[src/hdl/mms_pkg.sv]
`default_nettype none
// ---------------------------------------------------------------------------
// mms_pkg
// Constants, function codes and sine/cosine drive table for the microstep
// motor sequencer.
// ---------------------------------------------------------------------------
package mms_pkg;

	localparam int MICROSTEPS = 32;
	localparam int POSITIONS  = 180;
	localparam int AMPLITUDE  = 400;

	localparam int MI_W      = $clog2(MICROSTEPS);
	localparam int POS_W     = 8;
	localparam int DUTY_W    = 9;
	localparam int CNT_W     = 16;
	localparam int OFF_W     = 11;
	localparam int TAB_N     = 32;
	localparam int TAB_W     = $clog2(TAB_N);
	localparam int QUARTER   = TAB_N / 4;
	localparam int FULL_SCALE = 400;

	localparam int RESET_POSITION = 90;
	localparam int HOLD_DUTY_A    = 0;
	localparam int HOLD_DUTY_B    = 100;
	localparam int DONE_MAX       = 15;
	localparam int SLOW_TH1       = 3;
	localparam int SLOW_TH2       = 6;
	localparam int SLOW_TH3       = 9;

	typedef enum logic [2:0] {
		FN_TICK       = 3'd0,
		FN_MOVE       = 3'd1,
		FN_SEEK_SHORT = 3'd2,
		FN_SEEK_CW    = 3'd3,
		FN_SEEK_CCW   = 3'd4
	} func_t;

	typedef logic signed [11:0] sine_tab_t [TAB_N];

	typedef struct packed {
		logic [DUTY_W-1:0] duty;
		logic              pol;
	} coil_t;

	localparam int SINE_BASE [TAB_N] = '{
		0, 78, 153, 222, 283, 333, 370, 392, 400, 392, 370, 333, 283, 222, 153, 78,
		0, -78, -153, -222, -283, -333, -370, -392, -400, -392, -370, -333, -283,
		-222, -153, -78
	};

	function automatic sine_tab_t build_sine_tab();
		sine_tab_t t;
		for (int i = 0; i < TAB_N; i++) begin
			t[i] = 12'((SINE_BASE[i] * AMPLITUDE) / FULL_SCALE);
		end
		return t;
	endfunction

	localparam sine_tab_t SINE_TAB = build_sine_tab();

	// microstep index to table entry
	function automatic logic [TAB_W-1:0] tab_index(logic [MI_W-1:0] m);
		return TAB_W'((int'(m) * TAB_N) / MICROSTEPS);
	endfunction

	// negative values drive amplitude plus value with polarity set
	function automatic coil_t coil_drive(logic [TAB_W-1:0] idx);
		logic signed [11:0] v;
		coil_t c;
		v = SINE_TAB[idx];
		if (v >= 0) begin
			c.duty = v[DUTY_W-1:0];
			c.pol  = 1'b0;
		end else begin
			c.duty = DUTY_W'(AMPLITUDE + int'(v));
			c.pol  = 1'b1;
		end
		return c;
	endfunction

endpackage
`default_nettype wire

[src/hdl/microstep_motor_sequencer.sv]
`default_nettype none
// ---------------------------------------------------------------------------
// microstep_motor_sequencer
// One stepper channel: move commands and ticks in, coil PWM duties out.
// ---------------------------------------------------------------------------
// Takes one item per clock while item_stall is low and returns one result
// beat per item: the item waits in the input register, then the step, ramp and
// coil drive logic loads the state registers that also form the result.
// An input item can be taken while a result waits, since the input register
// acts as a skid stage. cfg_ready is always high; accel_enable should only
// be written with no item in flight.
module microstep_motor_sequencer
	import mms_pkg::*;
(
	input  wire logic                    clk,
	input  wire logic                    arst_n,
	input  wire logic                    item_valid,
	output logic                         item_stall,
	input  wire logic [2:0]              func,
	input  wire logic signed [CNT_W-1:0] steps,
	input  wire logic [POS_W-1:0]        target,
	output logic                         result_valid,
	input  wire logic                    result_stall,
	output logic [DUTY_W-1:0]            duty_a,
	output logic                         pol_a,
	output logic [DUTY_W-1:0]            duty_b,
	output logic                         pol_b,
	output logic [POS_W-1:0]             cur_position,
	output logic                         moving,
	input  wire logic                    cfg_valid,
	output logic                         cfg_ready,
	input  wire logic                    cfg_data
);

	logic                    item_valid_s1;
	logic [2:0]              func_s1;
	logic signed [CNT_W-1:0] steps_s1;
	logic [POS_W-1:0]        target_s1;

	logic                    result_valid_q;
	logic                    accel_q;
	logic signed [CNT_W-1:0] step_cnt_q, step_cnt_d;
	logic [MI_W-1:0]         micro_q, micro_d;
	logic [POS_W-1:0]        position_q, position_d;
	logic [3:0]              steps_done_q, steps_done_d;
	logic [1:0]              slow_div_q, slow_div_d;
	logic [1:0]              slow_cnt_q, slow_cnt_d;
	logic [DUTY_W-1:0]       duty_a_q, duty_a_d, duty_b_q, duty_b_d;
	logic                    pol_a_q, pol_a_d, pol_b_q, pol_b_d;

	logic                    advance;
	logic                    item_accept;
	logic signed [OFF_W-1:0] offset;
	logic signed [CNT_W-1:0] remaining;
	logic                    full_step;
	logic                    micro_step;
	coil_t                   coil_a, coil_b;

	assign advance     = item_valid_s1 && (!result_valid_q || !result_stall);
	assign item_stall  = item_valid_s1 && result_valid_q && result_stall;
	assign item_accept = item_valid && !item_stall;
	assign cfg_ready   = 1'b1;

	always_ff @(posedge clk or negedge arst_n) begin
		if (!arst_n) begin
			item_valid_s1 <= 1'b0;
		end else if (item_accept) begin
			item_valid_s1 <= 1'b1;
		end else if (advance) begin
			item_valid_s1 <= 1'b0;
		end
	end

	always_ff @(posedge clk) begin
		if (item_accept) begin
			func_s1   <= func;
			steps_s1  <= steps;
			target_s1 <= target;
		end
	end

	always_comb begin
		step_cnt_d   = step_cnt_q;
		micro_d      = micro_q;
		position_d   = position_q;
		steps_done_d = steps_done_q;
		slow_div_d   = slow_div_q;
		slow_cnt_d   = slow_cnt_q;
		duty_a_d     = duty_a_q;
		duty_b_d     = duty_b_q;
		pol_a_d      = pol_a_q;
		pol_b_d      = pol_b_q;
		full_step    = 1'b0;
		micro_step   = 1'b0;
		remaining    = '0;
		offset       = OFF_W'(target_s1) - OFF_W'(position_q);

		unique case (func_s1)
			FN_TICK: begin
				if (slow_cnt_q < slow_div_q) begin
					slow_cnt_d = slow_cnt_q + 2'd1;
				end else begin
					slow_cnt_d = '0;
					if (step_cnt_q == '0) begin
						duty_a_d = DUTY_W'(HOLD_DUTY_A);
						duty_b_d = DUTY_W'(HOLD_DUTY_B);
					end else if (step_cnt_q > 0) begin
						micro_step = 1'b1;
						if (micro_q >= MI_W'(MICROSTEPS - 1)) begin
							micro_d     = '0;
							step_cnt_d  = step_cnt_q - CNT_W'(1);
							position_d  = (position_q >= POS_W'(POSITIONS - 1)) ? '0
								: position_q + POS_W'(1);
							full_step   = 1'b1;
							remaining   = step_cnt_d;
						end else begin
							micro_d = micro_q + MI_W'(1);
						end
					end else begin
						micro_step = 1'b1;
						if (micro_q == '0) begin
							micro_d = MI_W'(MICROSTEPS - 1);
						end else if (micro_q == MI_W'(1)) begin
							micro_d     = '0;
							step_cnt_d  = step_cnt_q + CNT_W'(1);
							position_d  = (position_q == '0) ? POS_W'(POSITIONS - 1)
								: position_q - POS_W'(1);
							full_step   = 1'b1;
							remaining   = -step_cnt_d;
						end else begin
							micro_d = micro_q - MI_W'(1);
						end
					end
				end
			end
			FN_MOVE: begin
				step_cnt_d   = steps_s1;
				steps_done_d = '0;
				slow_cnt_d   = '0;
			end
			FN_SEEK_SHORT, FN_SEEK_CW, FN_SEEK_CCW: begin
				priority if (func_s1 == FN_SEEK_SHORT) begin
					if (offset >= OFF_W'(POSITIONS / 2)) begin
						offset = offset - OFF_W'(POSITIONS);
					end else if (offset <= -OFF_W'(POSITIONS / 2)) begin
						offset = offset + OFF_W'(POSITIONS);
					end
				end else if (func_s1 == FN_SEEK_CW) begin
					if (offset < 0) offset = offset + OFF_W'(POSITIONS);
				end else begin
					if (offset > 0) offset = offset - OFF_W'(POSITIONS);
				end
				// a seek to where the pointer already is leaves everything alone
				if (offset != '0) begin
					step_cnt_d   = CNT_W'(offset);
					steps_done_d = '0;
					slow_cnt_d   = '0;
				end
			end
			default: begin
			end
		endcase

		if (full_step) begin
			if (steps_done_q < 4'(DONE_MAX)) steps_done_d = steps_done_q + 4'd1;
			if (!accel_q) begin
				slow_div_d = 2'd0;
			end else if (steps_done_d <= 4'(SLOW_TH1) || remaining <= SLOW_TH1) begin
				slow_div_d = 2'd3;
			end else if (steps_done_d <= 4'(SLOW_TH2) || remaining <= SLOW_TH2) begin
				slow_div_d = 2'd2;
			end else if (steps_done_d <= 4'(SLOW_TH3) || remaining <= SLOW_TH3) begin
				slow_div_d = 2'd1;
			end else begin
				slow_div_d = 2'd0;
			end
		end

		coil_a = coil_drive(tab_index(micro_d));
		coil_b = coil_drive(tab_index(micro_d) + TAB_W'(QUARTER));
		if (micro_step) begin
			duty_a_d = coil_a.duty;
			pol_a_d  = coil_a.pol;
			duty_b_d = coil_b.duty;
			pol_b_d  = coil_b.pol;
		end
	end

	always_ff @(posedge clk or negedge arst_n) begin
		if (!arst_n) begin
			result_valid_q <= 1'b0;
			accel_q        <= 1'b1;
			step_cnt_q     <= '0;
			micro_q        <= '0;
			position_q     <= POS_W'(RESET_POSITION);
			steps_done_q   <= '0;
			slow_div_q     <= '0;
			slow_cnt_q     <= '0;
			duty_a_q       <= '0;
			pol_a_q        <= 1'b0;
			duty_b_q       <= '0;
			pol_b_q        <= 1'b0;
		end else begin
			if (cfg_valid && cfg_ready) accel_q <= cfg_data;
			if (advance) begin
				result_valid_q <= 1'b1;
				step_cnt_q     <= step_cnt_d;
				micro_q        <= micro_d;
				position_q     <= position_d;
				steps_done_q   <= steps_done_d;
				slow_div_q     <= slow_div_d;
				slow_cnt_q     <= slow_cnt_d;
				duty_a_q       <= duty_a_d;
				pol_a_q        <= pol_a_d;
				duty_b_q       <= duty_b_d;
				pol_b_q        <= pol_b_d;
			end else if (!result_stall) begin
				result_valid_q <= 1'b0;
			end
		end
	end

	// the state registers double as the result beat
	assign result_valid = result_valid_q;
	assign duty_a       = duty_a_q;
	assign pol_a        = pol_a_q;
	assign duty_b       = duty_b_q;
	assign pol_b        = pol_b_q;
	assign cur_position = position_q;
	assign moving       = (step_cnt_q != '0) || (micro_q != '0);

	a_position_range: assert property (@(posedge clk) disable iff (!arst_n)
		position_q < POS_W'(POSITIONS))
		else $error("position out of range");

	a_slow_cnt_bound: assert property (@(posedge clk) disable iff (!arst_n)
		slow_cnt_q <= slow_div_q)
		else $error("tick divider count beyond divisor");

	a_hold_on_stall: assert property (@(posedge clk) disable iff (!arst_n)
		result_valid_q && result_stall |=>
			$stable(step_cnt_q) && $stable(micro_q) && $stable(position_q))
		else $error("motor state moved while result stalled");

endmodule
`default_nettype wire

[config.mk]
export PLATFORM = sky130hd
export DESIGN_NAME = microstep_motor_sequencer
export DESIGN_NICKNAME = d
export VERILOG_FILES = /design/src/hdl/mms_pkg.sv /design/src/hdl/microstep_motor_sequencer.sv
export SDC_FILE = /design/constraint.sdc
export NUM_CORES = 1
export LEC_CHECK = 0
export ABC_AREA = 1
export BUFFER_PORTS_ARGS = -buffer_cell sky130_fd_sc_hd__clkbuf_2
export CAP_MARGIN = 20
export CORE_MARGIN = 4
export CORE_UTILIZATION = 30
export DETAILED_ROUTE_END_ITERATION = 10
export MAX_ROUTING_LAYER = met4
export PLACE_DENSITY = 0.55
export REMOVE_ABC_BUFFERS = 1
export SLEW_MARGIN = 20
export SYNTH_ARGS = -nofsm -noshare
export SYNTH_HDL_FRONTEND = slang
export SYNTH_SLANG_ARGS = --single-unit
[constraint.sdc]
create_clock -name clk -period 3.69 [get_ports clk]
set_input_delay 0.1845 -clock clk [delete_from_list [all_inputs] [get_ports clk]]
set_output_delay 0.1845 -clock clk [all_outputs]
set_load 0.05 [all_outputs]
# Word-level counts from Yosys, hierarchy flattened
# Memory sizes are Yosys's and may differ from the RTL's.
# Cells that the tools add are included.
# word_totals
rom_bits,768
memories,2
inputBits,33
elab_cells,177
reg_bits,87
out_inout_bits,32
# memory_table
name,depth,width,rd,rd_ports_with_merged_regs,write_ports,line_no,text
(name not given),32,12,1,0,0,mms_pkg.sv:71,v = SINE_TAB[idx];
(name not given),32,12,1,0,0,mms_pkg.sv:71,
# classes
reduce_logical,31
bitwise,4
n_mux,75
order_cmp,19
eq_ne,15
add_sub_neg,15
# op_table
op,count
16-bit two-way mux,14
11-bit two-way mux,7
9-bit two-way mux,8
12-bit two-way mux,4
8-bit two-way mux,6
16-bit one-hot mux with 3 select lines,1
5-bit two-way mux,7
12-bit by 1-bit >= comparator with 1-bit output (second input constant),2
10-bit two-way mux,2
8-bit by 9-bit adder with 9-bit output (first input constant),2
16-bit by 2-bit adder with 16-bit output (second input constant),1
16-bit by 1-bit > comparator with 1-bit output (second input constant),1
16-bit by 3-bit less-or-equal comparator with 1-bit output (second input constant),1
16-bit by 4-bit less-or-equal comparator with 1-bit output (second input constant),1
16-bit by 5-bit less-or-equal comparator with 1-bit output (second input constant),1
16-bit zero test,1
4-bit two-way mux,4
16-bit negation,1
16-bit nonzero test,1
16-bit by 2-bit subtractor with 16-bit output (second input constant),1
1-bit two-way mux,15
6-bit >= comparator (second input constant),2
5-bit NOT with 6-bit output,2
11-bit nonzero test,1
other kinds (47),73

# Logic depth before layout (Yosys ltp)
# depth
depth_word,17
mapped_depth,33

# Least setup slack after synthesis
# No wires, ideal clock.
# synth_path
path_kind,register to register
startpoint,register position_q[1] (netlist: cur_position[1])
endpoint,register slow_div_q[0]
setup_ps,116
synth_period_minus_slack_ps,3757
t_arrival_ps,3641
path_slack_ps,-67
required_ps,3574
path_stages_with_launch,22
n_path_buf,0
path_cell_list,dfstp_2 inv_1 fa_1 xnor2_1 inv_2 ha_1 inv_1 nand2_1 a21oi_1 ha_1 o21ai_1 o21bai_2 nand3_1 nor2_1 nand2_2 nand2_4 a21boi_0 nand2_1 nand3_1 nand2_1 nand2_1 nand2_1
# synth_between
elab_chain_len,17
# synth_rtl
item,line_no,text
"start, declared",microstep_motor_sequencer.sv:44,"logic [POS_W-1:0] position_q, position_d;"
"start signal, assigned",microstep_motor_sequencer.sv:195,position_q <= POS_W'(RESET_POSITION);
"start signal, assigned",microstep_motor_sequencer.sv:209,position_q <= position_d;
8-bit by 8-bit subtractor with 9-bit output (*),microstep_motor_sequencer.sv:96,offset = OFF_W'(target_s1) - OFF_W'(position_q);
"9-bit by 9-bit subtractor with 10-bit output, or another cell as far along","microstep_motor_sequencer.sv:144, microstep_motor_sequencer.sv:151",
"11-bit two-way mux, on equally long branches","microstep_motor_sequencer.sv:151, microstep_motor_sequencer.sv:145, microstep_motor_sequencer.sv:149",
"11-bit two-way mux, on equally long branches","microstep_motor_sequencer.sv:148, microstep_motor_sequencer.sv:143",
11-bit two-way mux (*),microstep_motor_sequencer.sv:142,priority if (func_s1 == FN_SEEK_SHORT) begin
11-bit two-way mux (*),microstep_motor_sequencer.sv:98,unique case (func_s1)
11-bit nonzero test (*),microstep_motor_sequencer.sv:154,if (offset != '0) begin
4-bit two-way mux (*),microstep_motor_sequencer.sv:154,
4-bit one-hot mux with 2 select lines (*),microstep_motor_sequencer.sv:98,
4-bit two-way mux (*),microstep_motor_sequencer.sv:165,if (steps_done_q < 4'(DONE_MAX)) steps_done_d = steps_done_q + 4'd1;
4-bit two-way mux (*),microstep_motor_sequencer.sv:164,if (full_step) begin
4-bit less-or-equal comparator,microstep_motor_sequencer.sv:172,end else if (steps_done_d <= 4'(SLOW_TH3) || remaining <= SLOW_TH3) begin
1-bit logical OR,microstep_motor_sequencer.sv:172,
1-bit two-way mux,microstep_motor_sequencer.sv:172,
2-bit two-way mux,microstep_motor_sequencer.sv:170,end else if (steps_done_d <= 4'(SLOW_TH2) || remaining <= SLOW_TH2) begin
2-bit two-way mux (*),microstep_motor_sequencer.sv:168,end else if (steps_done_d <= 4'(SLOW_TH1) || remaining <= SLOW_TH1) begin
2-bit two-way mux (*),microstep_motor_sequencer.sv:166,if (!accel_q) begin
"end signal, assigned",microstep_motor_sequencer.sv:211,slow_div_q <= slow_div_d;
"end, declared",microstep_motor_sequencer.sv:46,"logic [1:0] slow_div_q, slow_div_d;"
# Every way passes the cells marked *; elsewhere a longest branch is shown, timed or not. The select of a mux whose other input is x is not followed.
# A chain may end at the register's enable or synchronous reset.

# Worst setup path in the final report
# layout_path
startpoint,register target_s1[0]
endpoint,register slow_div_q[1]
# layout_between
elab_chain_len,16
# layout_rtl
item,line_no,text
"start, declared",microstep_motor_sequencer.sv:38,logic [POS_W-1:0] target_s1;
"start signal, assigned",microstep_motor_sequencer.sv:78,target_s1 <= target;
8-bit by 8-bit subtractor with 9-bit output (*),microstep_motor_sequencer.sv:96,
"9-bit by 9-bit subtractor with 10-bit output, or another cell as far along","microstep_motor_sequencer.sv:144, microstep_motor_sequencer.sv:151",
"11-bit two-way mux, on equally long branches","microstep_motor_sequencer.sv:151, microstep_motor_sequencer.sv:145, microstep_motor_sequencer.sv:149",
"11-bit two-way mux, on equally long branches","microstep_motor_sequencer.sv:148, microstep_motor_sequencer.sv:143",
11-bit two-way mux (*),microstep_motor_sequencer.sv:142,
11-bit two-way mux (*),microstep_motor_sequencer.sv:98,
11-bit nonzero test (*),microstep_motor_sequencer.sv:154,
4-bit two-way mux (*),microstep_motor_sequencer.sv:154,
4-bit one-hot mux with 2 select lines (*),microstep_motor_sequencer.sv:98,
4-bit two-way mux (*),microstep_motor_sequencer.sv:165,
4-bit two-way mux (*),microstep_motor_sequencer.sv:164,
4-bit by 3-bit less-or-equal comparator with 1-bit output,microstep_motor_sequencer.sv:170,
1-bit logical OR,microstep_motor_sequencer.sv:170,
2-bit two-way mux,microstep_motor_sequencer.sv:170,
2-bit two-way mux (*),microstep_motor_sequencer.sv:168,
2-bit two-way mux (*),microstep_motor_sequencer.sv:166,
# Marks and branches as above.

==> impl_metrics.yaml <==
floorplanning:
  fp.dieH_um: 171
  start_util_pct: 30.6
  num_rows: 59
  die-area_um2: 29300
  ios: 65
  coreArea_um2: 26100
  die_x_um: 171
grt:
  grt_pass1_vias: 7495
  grt_use_met2_pct: 25.3
  grt.overflow.total: 0
  track_usage_pct: 16.3
  grt_start_max_net_pins: 36
  grt_pass1_wl_um: 38000
  antenna_found_initial: 0
  globalRouteMet3Util_pct: 2.46
  grt_use_met1_pct: 22.5
  top_usage_layer: "met2"
logic_synthesis:
  yosysMostFrequentCell: "nand2_1"
  syn_area_per_cell_um2: 6.98
  yosysWarnings: 0
  yosysSeqAreaShare_pct: 29.0
  synth_top_area_share_pct: 17.2
  synthCells: 1146
  synth_area_leader_cell: "dfrtp_1"
  syn_area_um2: 8000
  ys_seq_elements: 87
  synth-edff-count: 27
  synthTopCellsByArea: "dfrtp_1, nand2_1, edfxtp_1"
  synthArstFlopShare_pct: 69.0
  ys_types: 70
  synth_commonest_cells: "nand2_1, inv_1, nand3_1, nor2_1, o21ai_0"
  synth_ff_type: "dfrtp_1"
worst_setup_path:
  crit_type: "flip-flop to flip-flop"
  start_kind: "flip-flop"
  crit_top_cell: "nand2_2"
  end_kind: "flip-flop"
  required_ns: 3.92
  cp.arrival_ns: 3.76
  worst-path-max-fanout: 8
  path_delay_family: "simple AND/OR/NAND/NOR gates"
  ff2ff_path_depth: 30
  slowest_delay_ns: 0.42
  cp_slowest_cell: "fa_2"
  crit_cells: 30
  crit_buf_inv: 3
route:
  drtPass1Iterations: 5
  drc: 0
  wl_um: 23500
  wl_per_cell_um: 14.5
  drt_iter0_markers: 451
  viasPerCell: 4.94
  ant_nets: 0
  via_count: 8004
sta:
  hold_slack_ns: 0.00799
  fmax_ghz: 0.283
  hold_viol_final: 0
  finalMaxSlewViolations: 0
  rsz0062_at_grt: "yes"
  period_share_pct: 95.6
  min_period_ns: 3.53
  fin_skew_ns: 0.0126
  relSlewSlack_pct: 41.6
  setup-tns-final_ns: 0
  tightest_slew_ns: 0.877
  setup_viol: 0
clock_network:
  clock-sinks: 87
  cts-root-buf: "clkbuf_16"
  htreeDepth: 3
  clock_latency_ns: 0.35
  clk_pin_slew_ns: 0.07
  cts_buffers: 9
  clockBufferDepth: 2
  cts_tree: "yes"
min_path:
  holdPathStages: 1
  hold_path.class: "primary input to flip-flop"
placement:
  dpl_cell_area_um2: 8930
  dpl.hpwl_um: 17700
  io_buffers: 63
  place_inst: 1565
  gp_congestion: 1.00
final_layout:
  fin_area_um2: 9840
  synthToLayoutAreaGrowth_pct: 23.0
  drive_gt1_share_pct: 23.4
  final_nets: 1355
  stdcell_count: 1621
  num_antenna_cells: 0
  num-fill-cells: 2817
power_and_ir_drop:
  p_leak_uw: 0.00458
  vdd_ir_drop_max_uv: 248
  power_uw: 6450
  powerDensity_nw_per_um2: 656
status:
  status: "finished, final reports clean"
run:
  drv_cap: 0
[worst register-to-register path, delay by kind of cell, from the launching register on]
kind                     cells  cell delay [ns]
AND/OR/NAND/NOR             22             1.82
adder cells (fa/ha/maj)      3             0.68
flip-flops                   1             0.38
buffers and inverters        3             0.31
XOR/XNOR                     1             0.16
AO/OA/AOI/OAI                1             0.06
[layout by cell type (no fill, tap or decap), drive strengths merged, types with 2 or more instances in the layout]
cell type / Yosys / layout
a211oi: 8 / 8
a21boi: 3 / 3
a21oi: 48 / 48
a221oi: 5 / 5
a22oi: 3 / 3
a31oi: 3 / 3
a32o: 2 / 2
and3: 2 / 2
buf: 20 / 67
clkbuf: 7 / 73
clkinv: 6 / 9
clkinvlp: 0 / 2
dfrtp: 55 / 55
dfstp: 5 / 5
dlygate4sd3: 0 / 20
edfxtp: 27 / 27
ha: 40 / 40
inv: 139 / 138
nand2: 338 / 340
nand3: 93 / 93
nand3b: 3 / 3
nand4: 10 / 10
nor2: 106 / 106
nor3: 22 / 22
nor4: 2 / 2
o211ai: 13 / 13
o21ai: 108 / 108
o221ai: 3 / 3
o22ai: 20 / 20
or2: 7 / 7
xnor2: 12 / 12
xor2: 23 / 23
[sequential cells by signal (all words and copies together) (netlist names)]
signal         cells
target_s1          8
pol_a              1
micro_q            5
pol_b              1
cur_position       8
duty_b             9
steps_done_q       4
slow_div_q         2
result_valid       1
step_cnt_q        16
item_valid_s1      1
slow_cnt_q         2
accel_q            1
duty_a             9
steps_s1          16
func_s1            3
[repair_timing]
| action | 4_1_cts | 5_1_grt |
|---|---|---|
| pin swaps | 0 | 34 |
| gates resized for setup | 1 | 69 |
| hold buffers | 20 | 0 |
| setup endpoints to repair | 16 | 27 |
| hold endpoints to repair | 52 | 0 |
| gates cloned | 0 | 2 |
| buffers inserted | 0 | 18 |
[report_power, final]
group / leakage, uW / total, uW / switching, uW / internal (uW)
clock network: 0.000136 / 964 / 437 / 527
logic: 0.00344 / 4020 / 2660 / 1360
registers: 0.00100 / 1470 / 241 / 1230
[metrics by stage]
step | setup slack, ns | utilization, %
after global routing | -0.0854 | 37.7
final | 0.162 | 37.7
after floorplan | -0.138 | -
after CTS | 0.000644 | 36.1
after global placement | 0.0790 | 34.2
after detailed placement | -0.0259 | 34.2
[logic make-up after synthesis]
kind of cell,Yosys count,share of synthesized area [%]
other cells,1,0.0469
fa+ha+maj,41,6.51
compound gates,227,17.5
flops,87,29.0
xor+xnor,35,3.83
buf+inv,172,9.18
simple gates,583,33.9
[layout make-up]
| class | instances | area, um2 | area share, % |
|---|---|---|---|
| repair buffers | 149 | 1030 | 10.4 |
| inverters | 145 | 564 | 5.73 |
| multi-input cells | 889 | 5220 | 53.1 |
| clock inverters | 5 | 58.8 | 0.597 |
| flip-flops and latches | 87 | 2320 | 23.6 |
| well taps | 335 | 419 | 4.26 |
| clock buffers | 11 | 233 | 2.36 |
[metal layers]
| metal | share of wire, % | up-vias |
|---|---|---|
| met3 | 4.1 | 32 |
| met5 | 0 | - |
| met2 | 46 | 196 |
| met1 | 48 | 3690 |
| met4 | 1.8 | 0 |
| li1 | - | 4086 |
[worst paths after layout]
check | start | to | slack, ns
max | target_s1[0]$_DFFE_PP_ | slow_div_q[1]$_DFFE_PN0P_ | 0.16
min | steps[13] | steps_s1[13]$_DFFE_PP_ | 0.008
max reg2reg | target_s1[0]$_DFFE_PP_ | slow_div_q[1]$_DFFE_PN0P_ | 0.16
min reg2reg | pol_b$_DFFE_PN0P_ | pol_b$_DFFE_PN0P_ | 0.48
max in group asynchronous | arst_n | cur_position[1]$_DFFE_PN1P_ | 2.23
min in group asynchronous | arst_n | pol_a$_DFFE_PN0P_ | 0.50
No activity file was read; power rests on OpenSTA's default activity.
